### src/hw/rtl/btm_pkg.sv
package btm_pkg;

	localparam int unsigned PAT_ROWS      = 3;
	localparam int unsigned PAT_COLS      = 20;
	localparam int unsigned MAX_WIDTH_DEF = 128;

	localparam int unsigned MASK_W  = 20;
	localparam int unsigned IWID_W  = 8;
	localparam int unsigned MATCH_W = 14;
	localparam int unsigned SET_W   = 15;
	localparam int unsigned CNT_W   = 6;    // up to 60 new marks per window
	localparam int unsigned REG_IDX_W = 2;

	localparam logic [MASK_W-1:0]  MASK_TOP_RST = 20'd262144;
	localparam logic [MASK_W-1:0]  MASK_MID_RST = 20'd923745;
	localparam logic [MASK_W-1:0]  MASK_BOT_RST = 20'd74898;
	localparam logic [IWID_W-1:0]  IWID_RST     = 8'd96;

	localparam logic [MATCH_W-1:0] MATCH_CAP = '1;
	localparam logic [SET_W-1:0]   SET_CAP   = '1;

	typedef enum logic [REG_IDX_W-1:0] {
		REG_MASK_TOP = 2'd0,
		REG_MASK_MID = 2'd1,
		REG_MASK_BOT = 2'd2,
		REG_IMG_WID  = 2'd3
	} reg_idx_t;

	// one line memory entry: the two older rows of one column, rolled
	typedef struct packed {
		logic m1;
		logic m0;
		logic p1;
		logic p0;
	} line_ent_t;

endpackage

### src/hw/rtl/btm_if.sv
interface btm_pix_if;
	logic valid;
	logic ready;
	logic pixel_set;
	logic frame_end;
	modport source (output valid, pixel_set, frame_end, input ready);
	modport sink (input valid, pixel_set, frame_end, output ready);
endinterface

interface btm_res_if;
	logic        valid;
	logic        ready;
	logic [13:0] match_count;
	logic [14:0] unmarked_count;
	modport source (output valid, match_count, unmarked_count, input ready);
	modport sink (input valid, match_count, unmarked_count, output ready);
endinterface

interface btm_cfg_if;
	logic        valid;
	logic        ready;
	logic [1:0]  index;
	logic [19:0] data;
	modport source (output valid, index, data, input ready);
	modport sink (input valid, index, data, output ready);
endinterface

### src/hw/rtl/binary_template_match_marker_core.sv
// Channel  Dir  Payload                          Transaction
// pix      in   pixel_set, frame_end             valid & ready, one pixel
// res      out  match_count, unmarked_count      valid & ready, one per frame
// cfg      in   index (0..3), data               valid & ready, ready always high
//
// One pixel per cycle while res is not stalled; after its frame_end pixel is
// taken, a result passes the line memory read, window test and totals stages.
// The 20-column window lives in registers; older rows sit in a line memory
// of MAX_WIDTH entries, read into a register alongside stage 1.
// arst_n clears control, counters and line memory valid bits; no sweep.
// A stalled result freezes the whole pipe, so pix.ready follows res.ready.
module binary_template_match_marker_core
	import btm_pkg::*;
#(
	parameter int unsigned MAX_WIDTH = MAX_WIDTH_DEF
) (
	input  logic    clk,
	input  logic    arst_n,
	btm_pix_if.sink pix,
	btm_res_if.source res,
	btm_cfg_if.sink cfg
);

	localparam int unsigned CW = $clog2(MAX_WIDTH);
	localparam int unsigned WW = ((CW > IWID_W) ? CW : IWID_W) + 1;
	localparam logic [WW-1:0] MAXW_W = WW'(MAX_WIDTH);
	localparam logic [WW-1:0] PCOL_W = WW'(PAT_COLS);

	// ---------------- configuration ----------------
	logic [MASK_W-1:0] mask_q [PAT_ROWS];
	logic [IWID_W-1:0] iwid_q;

	assign cfg.ready = 1'b1;

	always_ff @(posedge clk or negedge arst_n) begin
		if (!arst_n) begin
			mask_q[0] <= MASK_TOP_RST;
			mask_q[1] <= MASK_MID_RST;
			mask_q[2] <= MASK_BOT_RST;
			iwid_q    <= IWID_RST;
		end else if (cfg.valid) begin
			unique case (reg_idx_t'(cfg.index))
				REG_MASK_TOP: mask_q[0] <= cfg.data;
				REG_MASK_MID: mask_q[1] <= cfg.data;
				REG_MASK_BOT: mask_q[2] <= cfg.data;
				REG_IMG_WID:  iwid_q    <= cfg.data[IWID_W-1:0];
				default: ;
			endcase
		end
	end

	// ---------------- pipe control ----------------
	logic en;
	logic res_valid_q;
	assign en        = !res_valid_q || res.ready;
	assign pix.ready = en;

	logic acc;
	assign acc = pix.valid && en;

	// ---------------- stage 1: raster position, memory read ----------------
	logic [WW-1:0] iw_ext, eff_w, col_ext, colc_ext;
	logic [CW-1:0] col_q, colc;
	logic [1:0]    row_q;   // saturates at 2, enough for the window test
	logic          test_c;

	always_comb begin
		iw_ext = WW'(iwid_q);
		if (iw_ext < PCOL_W) begin
			eff_w = PCOL_W;
		end else if (iw_ext > MAXW_W) begin
			eff_w = MAXW_W;
		end else begin
			eff_w = iw_ext;
		end
		col_ext  = WW'(col_q);
		colc_ext = (col_ext >= eff_w) ? (eff_w - WW'(1)) : col_ext;
		colc     = colc_ext[CW-1:0];
		test_c   = (row_q == 2'd2) && (colc_ext >= PCOL_W - WW'(1));
	end

	always_ff @(posedge clk or negedge arst_n) begin
		if (!arst_n) begin
			col_q <= '0;
			row_q <= '0;
		end else if (acc) begin
			if (pix.frame_end) begin
				col_q <= '0;
				row_q <= '0;
			end else if (colc_ext + WW'(1) >= eff_w) begin
				col_q <= '0;
				if (row_q != 2'd2) begin
					row_q <= row_q + 2'd1;
				end
			end else begin
				col_q <= colc + CW'(1);
			end
		end
	end

	logic          v_s1, pix_s1, last_s1, test_s1;
	logic [CW-1:0] col_s1;

	always_ff @(posedge clk or negedge arst_n) begin
		if (!arst_n) begin
			v_s1 <= 1'b0;
		end else if (en) begin
			v_s1 <= pix.valid;
		end
	end

	always_ff @(posedge clk) begin
		if (acc) begin
			pix_s1  <= pix.pixel_set;
			last_s1 <= pix.frame_end;
			test_s1 <= test_c;
			col_s1  <= colc;
		end
	end

	// ---------------- line memory ----------------
	logic          win_vld_q [PAT_COLS];
	logic [CW-1:0] win_addr_q [PAT_COLS];
	logic [2:0]    win_pix_q [PAT_COLS];
	logic [2:0]    win_mk_q [PAT_COLS];

	logic      mem_we, mem_clr;
	line_ent_t mem_wd, mem_rd;

	// the column leaving the window goes back already rolled by one row
	assign mem_we  = en && v_s1 && !last_s1 && win_vld_q[0];
	assign mem_clr = en && v_s1 && last_s1;
	assign mem_wd  = '{m1: win_mk_q[0][2], m0: win_mk_q[0][1],
	                   p1: win_pix_q[0][2], p0: win_pix_q[0][1]};

	btm_line_mem #(.MAX_WIDTH(MAX_WIDTH)) u_line_mem (
		.clk     (clk),
		.arst_n  (arst_n),
		.rd_en   (acc),
		.rd_addr (colc),
		.wr_en   (mem_we),
		.wr_addr (win_addr_q[0]),
		.wr_data (mem_wd),
		.clr     (mem_clr),
		.rd_data (mem_rd)
	);

	// ---------------- stage 2: window shift, test, mark ----------------
	line_ent_t     ent;
	logic [2:0]    nw_pix [PAT_COLS];
	logic [2:0]    nw_mk [PAT_COLS];
	logic          nw_vld [PAT_COLS];
	logic [CW-1:0] nw_addr [PAT_COLS];
	logic          hit;
	logic [CNT_W-1:0] new_cnt;

	always_comb begin
		// at the minimum width the leaving column is the one coming back
		if (win_vld_q[0] && win_addr_q[0] == col_s1) begin
			ent = mem_wd;
		end else begin
			ent = mem_rd;
		end
		for (int k = 0; k < PAT_COLS - 1; k++) begin
			nw_pix[k]  = win_pix_q[k+1];
			nw_mk[k]   = win_mk_q[k+1];
			nw_vld[k]  = win_vld_q[k+1];
			nw_addr[k] = win_addr_q[k+1];
		end
		nw_pix[PAT_COLS-1]  = {pix_s1, ent.p1, ent.p0};
		nw_mk[PAT_COLS-1]   = {1'b0, ent.m1, ent.m0};
		nw_vld[PAT_COLS-1]  = 1'b1;
		nw_addr[PAT_COLS-1] = col_s1;

		hit = test_s1;
		for (int i = 0; i < PAT_ROWS; i++) begin
			for (int j = 0; j < PAT_COLS; j++) begin
				if (mask_q[i][j] && !nw_pix[j][i]) begin
					hit = 1'b0;
				end
			end
		end

		new_cnt = '0;
		for (int i = 0; i < PAT_ROWS; i++) begin
			for (int j = 0; j < PAT_COLS; j++) begin
				new_cnt = new_cnt + CNT_W'(hit && mask_q[i][j] && !nw_mk[j][i]);
				nw_mk[j][i] = nw_mk[j][i] | (hit & mask_q[i][j]);
			end
		end
	end

	always_ff @(posedge clk or negedge arst_n) begin
		if (!arst_n) begin
			for (int k = 0; k < PAT_COLS; k++) begin
				win_vld_q[k] <= 1'b0;
			end
		end else if (en && v_s1) begin
			for (int k = 0; k < PAT_COLS; k++) begin
				win_vld_q[k] <= nw_vld[k] && !last_s1;
			end
		end
	end

	always_ff @(posedge clk) begin
		if (en && v_s1) begin
			for (int k = 0; k < PAT_COLS; k++) begin
				win_pix_q[k]  <= nw_pix[k];
				win_mk_q[k]   <= nw_mk[k];
				win_addr_q[k] <= nw_addr[k];
			end
		end
	end

	logic             v_s2, pix_s2, last_s2, hit_s2;
	logic [CNT_W-1:0] cnt_s2;

	always_ff @(posedge clk or negedge arst_n) begin
		if (!arst_n) begin
			v_s2 <= 1'b0;
		end else if (en) begin
			v_s2 <= v_s1;
		end
	end

	always_ff @(posedge clk) begin
		if (en && v_s1) begin
			pix_s2  <= pix_s1;
			last_s2 <= last_s1;
			hit_s2  <= hit;
			cnt_s2  <= new_cnt;
		end
	end

	// ---------------- stage 3: totals and result ----------------
	logic [SET_W-1:0]   set_q, mark_q, set_n, mark_n, unm_n;
	logic [MATCH_W-1:0] match_q, match_n;
	logic [SET_W:0]     mark_sum;

	always_comb begin
		set_n = set_q;
		if (pix_s2 && set_q != SET_CAP) begin
			set_n = set_q + SET_W'(1);
		end
		mark_sum = {1'b0, mark_q} + (SET_W+1)'(cnt_s2);
		mark_n   = mark_sum[SET_W] ? SET_CAP : mark_sum[SET_W-1:0];
		match_n  = match_q;
		if (hit_s2 && match_q != MATCH_CAP) begin
			match_n = match_q + MATCH_W'(1);
		end
		unm_n = (set_n > mark_n) ? (set_n - mark_n) : '0;
	end

	always_ff @(posedge clk or negedge arst_n) begin
		if (!arst_n) begin
			set_q       <= '0;
			mark_q      <= '0;
			match_q     <= '0;
			res_valid_q <= 1'b0;
		end else if (en) begin
			res_valid_q <= v_s2 && last_s2;
			if (v_s2) begin
				if (last_s2) begin
					set_q   <= '0;
					mark_q  <= '0;
					match_q <= '0;
				end else begin
					set_q   <= set_n;
					mark_q  <= mark_n;
					match_q <= match_n;
				end
			end
		end
	end

	logic [MATCH_W-1:0] res_match_q;
	logic [SET_W-1:0]   res_unm_q;

	always_ff @(posedge clk) begin
		if (en && v_s2 && last_s2) begin
			res_match_q <= match_n;
			res_unm_q   <= unm_n;
		end
	end

	assign res.valid          = res_valid_q;
	assign res.match_count    = res_match_q;
	assign res.unmarked_count = res_unm_q;

	// ---------------- checks ----------------
	a_frame_restart: assert property (@(posedge clk) disable iff (!arst_n)
		acc && pix.frame_end |=> col_q == '0 && row_q == 2'd0)
		else $error("raster position not cleared after frame end");

	a_hit_needs_test: assert property (@(posedge clk) disable iff (!arst_n)
		v_s1 && hit |-> test_s1)
		else $error("match outside a valid window origin");

	a_no_write_stalled: assert property (@(posedge clk) disable iff (!arst_n)
		mem_we |-> en && !mem_clr)
		else $error("line memory written while stalled or clearing");

	a_result_source: assert property (@(posedge clk) disable iff (!arst_n)
		$rose(res_valid_q) |-> $past(v_s2 && last_s2))
		else $error("result without a frame end transaction");

endmodule

### src/hw/rtl/btm_line_mem.sv
module btm_line_mem
	import btm_pkg::*;
#(
	parameter int unsigned MAX_WIDTH = MAX_WIDTH_DEF
) (
	input  logic                         clk,
	input  logic                         arst_n,
	input  logic                         rd_en,
	input  logic [$clog2(MAX_WIDTH)-1:0] rd_addr,
	input  logic                         wr_en,
	input  logic [$clog2(MAX_WIDTH)-1:0] wr_addr,
	input  line_ent_t                    wr_data,
	input  logic                         clr,
	output line_ent_t                    rd_data
);

	line_ent_t              mem [MAX_WIDTH];
	logic [MAX_WIDTH-1:0]   vld_q;
	line_ent_t              rd_q;

	always_ff @(posedge clk) begin
		if (wr_en) begin
			mem[wr_addr] <= wr_data;
		end
	end

	// valid bits stand in for clearing the rows at frame end
	always_ff @(posedge clk or negedge arst_n) begin
		if (!arst_n) begin
			vld_q <= '0;
		end else if (clr) begin
			vld_q <= '0;
		end else if (wr_en) begin
			vld_q[wr_addr] <= 1'b1;
		end
	end

	// write-first bypass; a clear kills the read in flight
	always_ff @(posedge clk) begin
		if (rd_en) begin
			if (clr) begin
				rd_q <= '0;
			end else if (wr_en && wr_addr == rd_addr) begin
				rd_q <= wr_data;
			end else if (vld_q[rd_addr]) begin
				rd_q <= mem[rd_addr];
			end else begin
				rd_q <= '0;
			end
		end
	end

	assign rd_data = rd_q;

endmodule
### src/flat_wrapper.sv
// flat-port wrapper written by rule: the top's interface ports become plain ports
module binary_template_match_marker_core_flat import btm_pkg::*;
#(
	parameter int unsigned MAX_WIDTH = MAX_WIDTH_DEF
)
  (clk, arst_n, pix_valid, pix_pixel_set, pix_frame_end, pix_ready, res_valid, res_match_count, res_unmarked_count, res_ready, cfg_valid, cfg_index, cfg_data, cfg_ready);
  btm_pix_if pix_i ();
  btm_res_if res_i ();
  btm_cfg_if cfg_i ();
  input  logic clk;
  input  logic arst_n;
  input wire logic [$bits(pix_i.valid)-1:0] pix_valid;
  input wire logic [$bits(pix_i.pixel_set)-1:0] pix_pixel_set;
  input wire logic [$bits(pix_i.frame_end)-1:0] pix_frame_end;
  output wire logic [$bits(pix_i.ready)-1:0] pix_ready;
  output wire logic [$bits(res_i.valid)-1:0] res_valid;
  output wire logic [$bits(res_i.match_count)-1:0] res_match_count;
  output wire logic [$bits(res_i.unmarked_count)-1:0] res_unmarked_count;
  input wire logic [$bits(res_i.ready)-1:0] res_ready;
  input wire logic [$bits(cfg_i.valid)-1:0] cfg_valid;
  input wire logic [$bits(cfg_i.index)-1:0] cfg_index;
  input wire logic [$bits(cfg_i.data)-1:0] cfg_data;
  output wire logic [$bits(cfg_i.ready)-1:0] cfg_ready;
  assign pix_i.valid = pix_valid;
  assign pix_i.pixel_set = pix_pixel_set;
  assign pix_i.frame_end = pix_frame_end;
  assign pix_ready = pix_i.ready;
  assign res_valid = res_i.valid;
  assign res_match_count = res_i.match_count;
  assign res_unmarked_count = res_i.unmarked_count;
  assign res_i.ready = res_ready;
  assign cfg_i.valid = cfg_valid;
  assign cfg_i.index = cfg_index;
  assign cfg_i.data = cfg_data;
  assign cfg_ready = cfg_i.ready;
  binary_template_match_marker_core #(.MAX_WIDTH(MAX_WIDTH)) u_core (.clk(clk), .arst_n(arst_n), .pix(pix_i), .res(res_i), .cfg(cfg_i));
endmodule
### config.mk
export PLATFORM = sky130hd
export DESIGN_NAME = binary_template_match_marker_core_flat
export DESIGN_NICKNAME = d
export VERILOG_FILES = /design/src/hw/rtl/btm_pkg.sv /design/src/hw/rtl/btm_if.sv /design/src/hw/rtl/binary_template_match_marker_core.sv /design/src/hw/rtl/btm_line_mem.sv /design/src/flat_wrapper.sv
export SDC_FILE = /design/constraint.sdc
export NUM_CORES = 2
export LEC_CHECK = 0
export ABC_AREA = 1
export BUFFER_PORTS_ARGS = -buffer_cell sky130_fd_sc_hd__buf_2
export CAP_MARGIN = 20
export CORE_ASPECT_RATIO = 0.6
export CORE_MARGIN = 2
export CORE_UTILIZATION = 45
export DETAILED_ROUTE_END_ITERATION = 7
export SLEW_MARGIN = 20
export SYNTH_ARGS = -nofsm -noshare
export SYNTH_HDL_FRONTEND = slang
export SYNTH_SLANG_ARGS = --single-unit
### constraint.sdc
create_clock -name clk -period 10.05 [get_ports clk]
set_clock_uncertainty 0.05 [all_clocks]
set_input_delay 0.5025 -clock clk [delete_from_list [all_inputs] [get_ports clk]]
set_output_delay 0.5025 -clock clk [all_outputs]
set_load 0.02 [all_outputs]
==> results.json <==
{
  "run_status": "complete, no violations",
  "synth_area_leaders": "sky130_fd_sc_hd__edfxtp_1 52%, sky130_fd_sc_hd__dfrtp_1 14%, sky130_fd_sc_hd__nand3_1 6.9%",
  "routed-via-count": 31594,
  "synth.lib_cells_used.distinct": 54,
  "cts.sinks": 1093,
  "synth_top_flop_cell": "sky130_fd_sc_hd__edfxtp_1",
  "gr-usage-met2_pct": 29.0,
  "tritoncts.num_buffers": 97,
  "critPathMostFrequentCell": "sky130_fd_sc_hd__fa_1",
  "synthesis.nets": 4421,
  "io_buffers": 59,
  "highest_attainable_clock_frequency_mhz": 112,
  "crit_path_end_kind": "flip-flop",
  "synthDominantAreaCellType": "sky130_fd_sc_hd__edfxtp_1",
  "critical-path-slowest-cell": "sky130_fd_sc_hd__fa_1",
  "max_slew.worst_pin.slew_ns": 1.18,
  "initialDrtViolationCount": 4315,
  "library_cell_with_the_highest_instance_count_after_synthesis": "sky130_fd_sc_hd__nand2_1",
  "yosys_warnings": 0,
  "clock_tree_from_tritoncts": "built",
  "syn-mean-instance-area_sq_um": 11.0,
  "cp_data_arrival_time_ns": 9.30,
  "globalRoute.totalOverflow": 0,
  "groute.usage.overall_pct": 22.9,
  "critPathKind": "reg2reg",
  "synth_enable_flop_cells": 821,
  "postSynth.asyncResetShare_pct": 24.9,
  "postCtsHoldBufs": 3,
  "detailed_place_hpwl_um": 75300,
  "num_rows": 91,
  "gr-max-usage-layer": "met1",
  "synth.ff_latch_count": 1093,
  "route.detailed.vias_per_inst": 5.47,
  "dieArea_sq_um": 107000,
  "area.growth.synth_to_final_pct": 10.4,
  "hold_class": "in2reg",
  "gp_congestion": 0.881,
  "p_int_uw": 8890,
  "core_area_sq_um": 103000,
  "finalSetupTns_ns": 0,
  "slew_headroom_pct": 20.5,
  "pwr-share-comb_pct": 36.8,
  "nNetsFinal": 4432,
  "power.density_cell_area_nw_per_um2": 284,
  "rsz0062_at_grt": "false",
  "io-pin-count": 61,
  "cts_max_path_buffers": 3,
  "power.switching_fraction_pct": 39.9,
  "groute.layer.met1.usage_pct": 38.7,
  "die_width_um": 422,
  "worst-path-max-fanout": 54,
  "synth_commonest_cells": "834 x sky130_fd_sc_hd__nand2_1, 821 x sky130_fd_sc_hd__edfxtp_1, 649 x sky130_fd_sc_hd__nand3_1",
  "post_synthesis_instance_area_sq_um": 47100,
  "initial_utilization_pct": 45.6,
  "critical_path_required_ns": 10.45,
  "ctsResizeCount": 0,
  "clk_transition_reported_paths_ns": 0.07,
  "detail_route.first_pass.iterations": 6,
  "post_synthesis_sequential_area_ratio_pct": 66.9,
  "drt-total-wl_um": 123000,
  "hold_violations": 0,
  "final_layout_size_suffix_gt1_share_pct": 7.40,
  "clock_latency_ns": 0.71,
  "cap_viol_max_count": 0,
  "clkPwrFrac_pct": 25.5,
  "ir_worst_vdd_mv": 0.452,
  "drv_slew": 0,
  "final.period_utilization_pct": 88.5,
  "drtAntennaViolNets": 0,
  "seq_power_share_pct": 37.8,
  "min_period_ns": 8.90,
  "report.power.total_uw": 14800,
  "grt_antenna_before_repair": 2,
  "route.detailed.wl_per_inst_um": 21.3,
  "pin_count_of_the_biggest_net_entering_global_routing": 190,
  "first_global_vias": 28845,
  "crit_path_max_incr_delay_ns": 0.55,
  "drc": 0,
  "postCtsSetupRepairBufs": 0,
  "global_route.usage.met3_pct": 5.46,
  "synth_largest_type_area_fraction_pct": 52.4,
  "setup_viol": 0,
  "die_y_um": 255,
  "leakage_uw": 0.0204,
  "p_sw_uw": 5890,
  "first_pass_grt_wire_length_um": 186000,
  "ctsRootBufferMaster": "sky130_fd_sc_hd__clkbuf_16",
  "critPathLaunchType": "flip-flop",
  "post_synth_inst_count": 4285,
  "cts-htree-levels": 3
}
[path summary, 6_finish.rpt]
path / start / to / slack [ns] / depth (start not counted)
setup / recovery: u_core.win_addr_q[0][2] / u_core.cnt_s2[5] / 1.15 / 28
hold / removal: cfg_data[11] / u_core.mask_q[31] / 0.06 / 3
setup reg to reg: u_core.win_addr_q[0][2] / u_core.cnt_s2[5] / 1.15 / 28
hold reg to reg: u_core.win_addr_q[0][24] / u_core.win_addr_q[0][17] / 0.35 / 0
max in group asynchronous: arst_n / u_core.u_line_mem.vld_q[123] / 8.11 / 3
min in group asynchronous: arst_n / u_core.mask_q[12] / 0.34 / 2
[cell type report]
cell class              instances  area, sq um
diodes                          1         2.50
clock buffers                 138         2680
clock inverters                46          519
fillers                      9224        51300
inverters                     393         1480
multi-input cells            2598        13300
flip-flops and latches       1093        31500
well taps                    1395         1750
repair buffers                113          776
[registers in the layout (all words and copies together) (netlist names), 14 cells and up]
signal	cells
u_core.set_q	15
u_core.u_line_mem.mem	512
u_core.mask_q	60
u_core.u_line_mem.vld_q	128
u_core.mark_q	15
u_core.win_pix_q	58
u_core.res.unmarked_count	15
u_core.win_addr_q	140
u_core.match_q	14
u_core.res.match_count	14
u_core.win_mk_q	59
u_core.nw_vld	19
[routing by layer]
| layer | vias up | share of wire, % |
|---|---|---|
| met1 | 15414 | 50 |
| met4 | 0 | 1.7 |
| met2 | 1394 | 38 |
| met5 | - | 0 |
| met3 | 150 | 10 |
| li1 | 14636 | - |
[cells in the final DEF (no fill, tap or decap), drive strengths merged, types with 13 or more instances in the layout]
cell      n
o22ai    66
xor2     41
ha       55
dfstp    17
nor2    478
nor3     48
a21oi    40
o21bai   23
o211ai   44
nand2   838
nand3   651
buf     110
or2      13
clkbuf  138
dfrtp   255
fa       52
edfxtp  821
clkinv   39
o21ai   180
inv     391
[per-stage QoR]
stage / hold slack, ns / area, sq um / setup WS [ns] / cells / utilization (%)
after floorplan: 0.157 / 47100 / 1.19 / 4285 / -
after global placement: 0.350 / 48700 / 1.29 / 5589 / 47.2
after detailed placement: 0.355 / 48700 / 1.16 / 5589 / 47.2
after CTS: 0.0232 / 52000 / 1.12 / 5776 / 50.3
after global routing: 0.0404 / 52000 / 0.568 / 5776 / 50.3
final: 0.0581 / 52000 / 1.15 / 5777 / 50.3
[critical path: cells and delay by family (launching register included)]
family | cells | cell delay, ns
fa+ha+maj | 10 | 4.92
simple gates | 8 | 1.18
buf+inv | 5 | 0.80
compound gates | 3 | 0.68
flops | 1 | 0.47
mux | 1 | 0.37
xor+xnor | 1 | 0.14
[kinds of logic (layout without fill, tap and decap cells)]
logic type,after synthesis,count (layout),share of synthesized area [%]
other cells,1,2,0.00796
xor+xnor,47,47,0.874
flops,1093,1093,66.9
simple gates,2061,2061,18.7
buf+inv,594,690,5.04
mux,4,4,0.0904
fa+ha+maj,107,107,3.67
compound gates,378,378,4.78
[power by group through the flow]
stage	sequential, uW	combinational, uW	clock (uW)
2_1_floorplan	5720	3560	0
3_3_place_gp	5660	5320	0
3_5_place_dp	5660	5340	0
4_1_cts	5570	5360	3840
5_1_grt	5610	5970	4010
6_report	5580	5430	3770
Note: power is estimated with default switching activity, not from simulation.
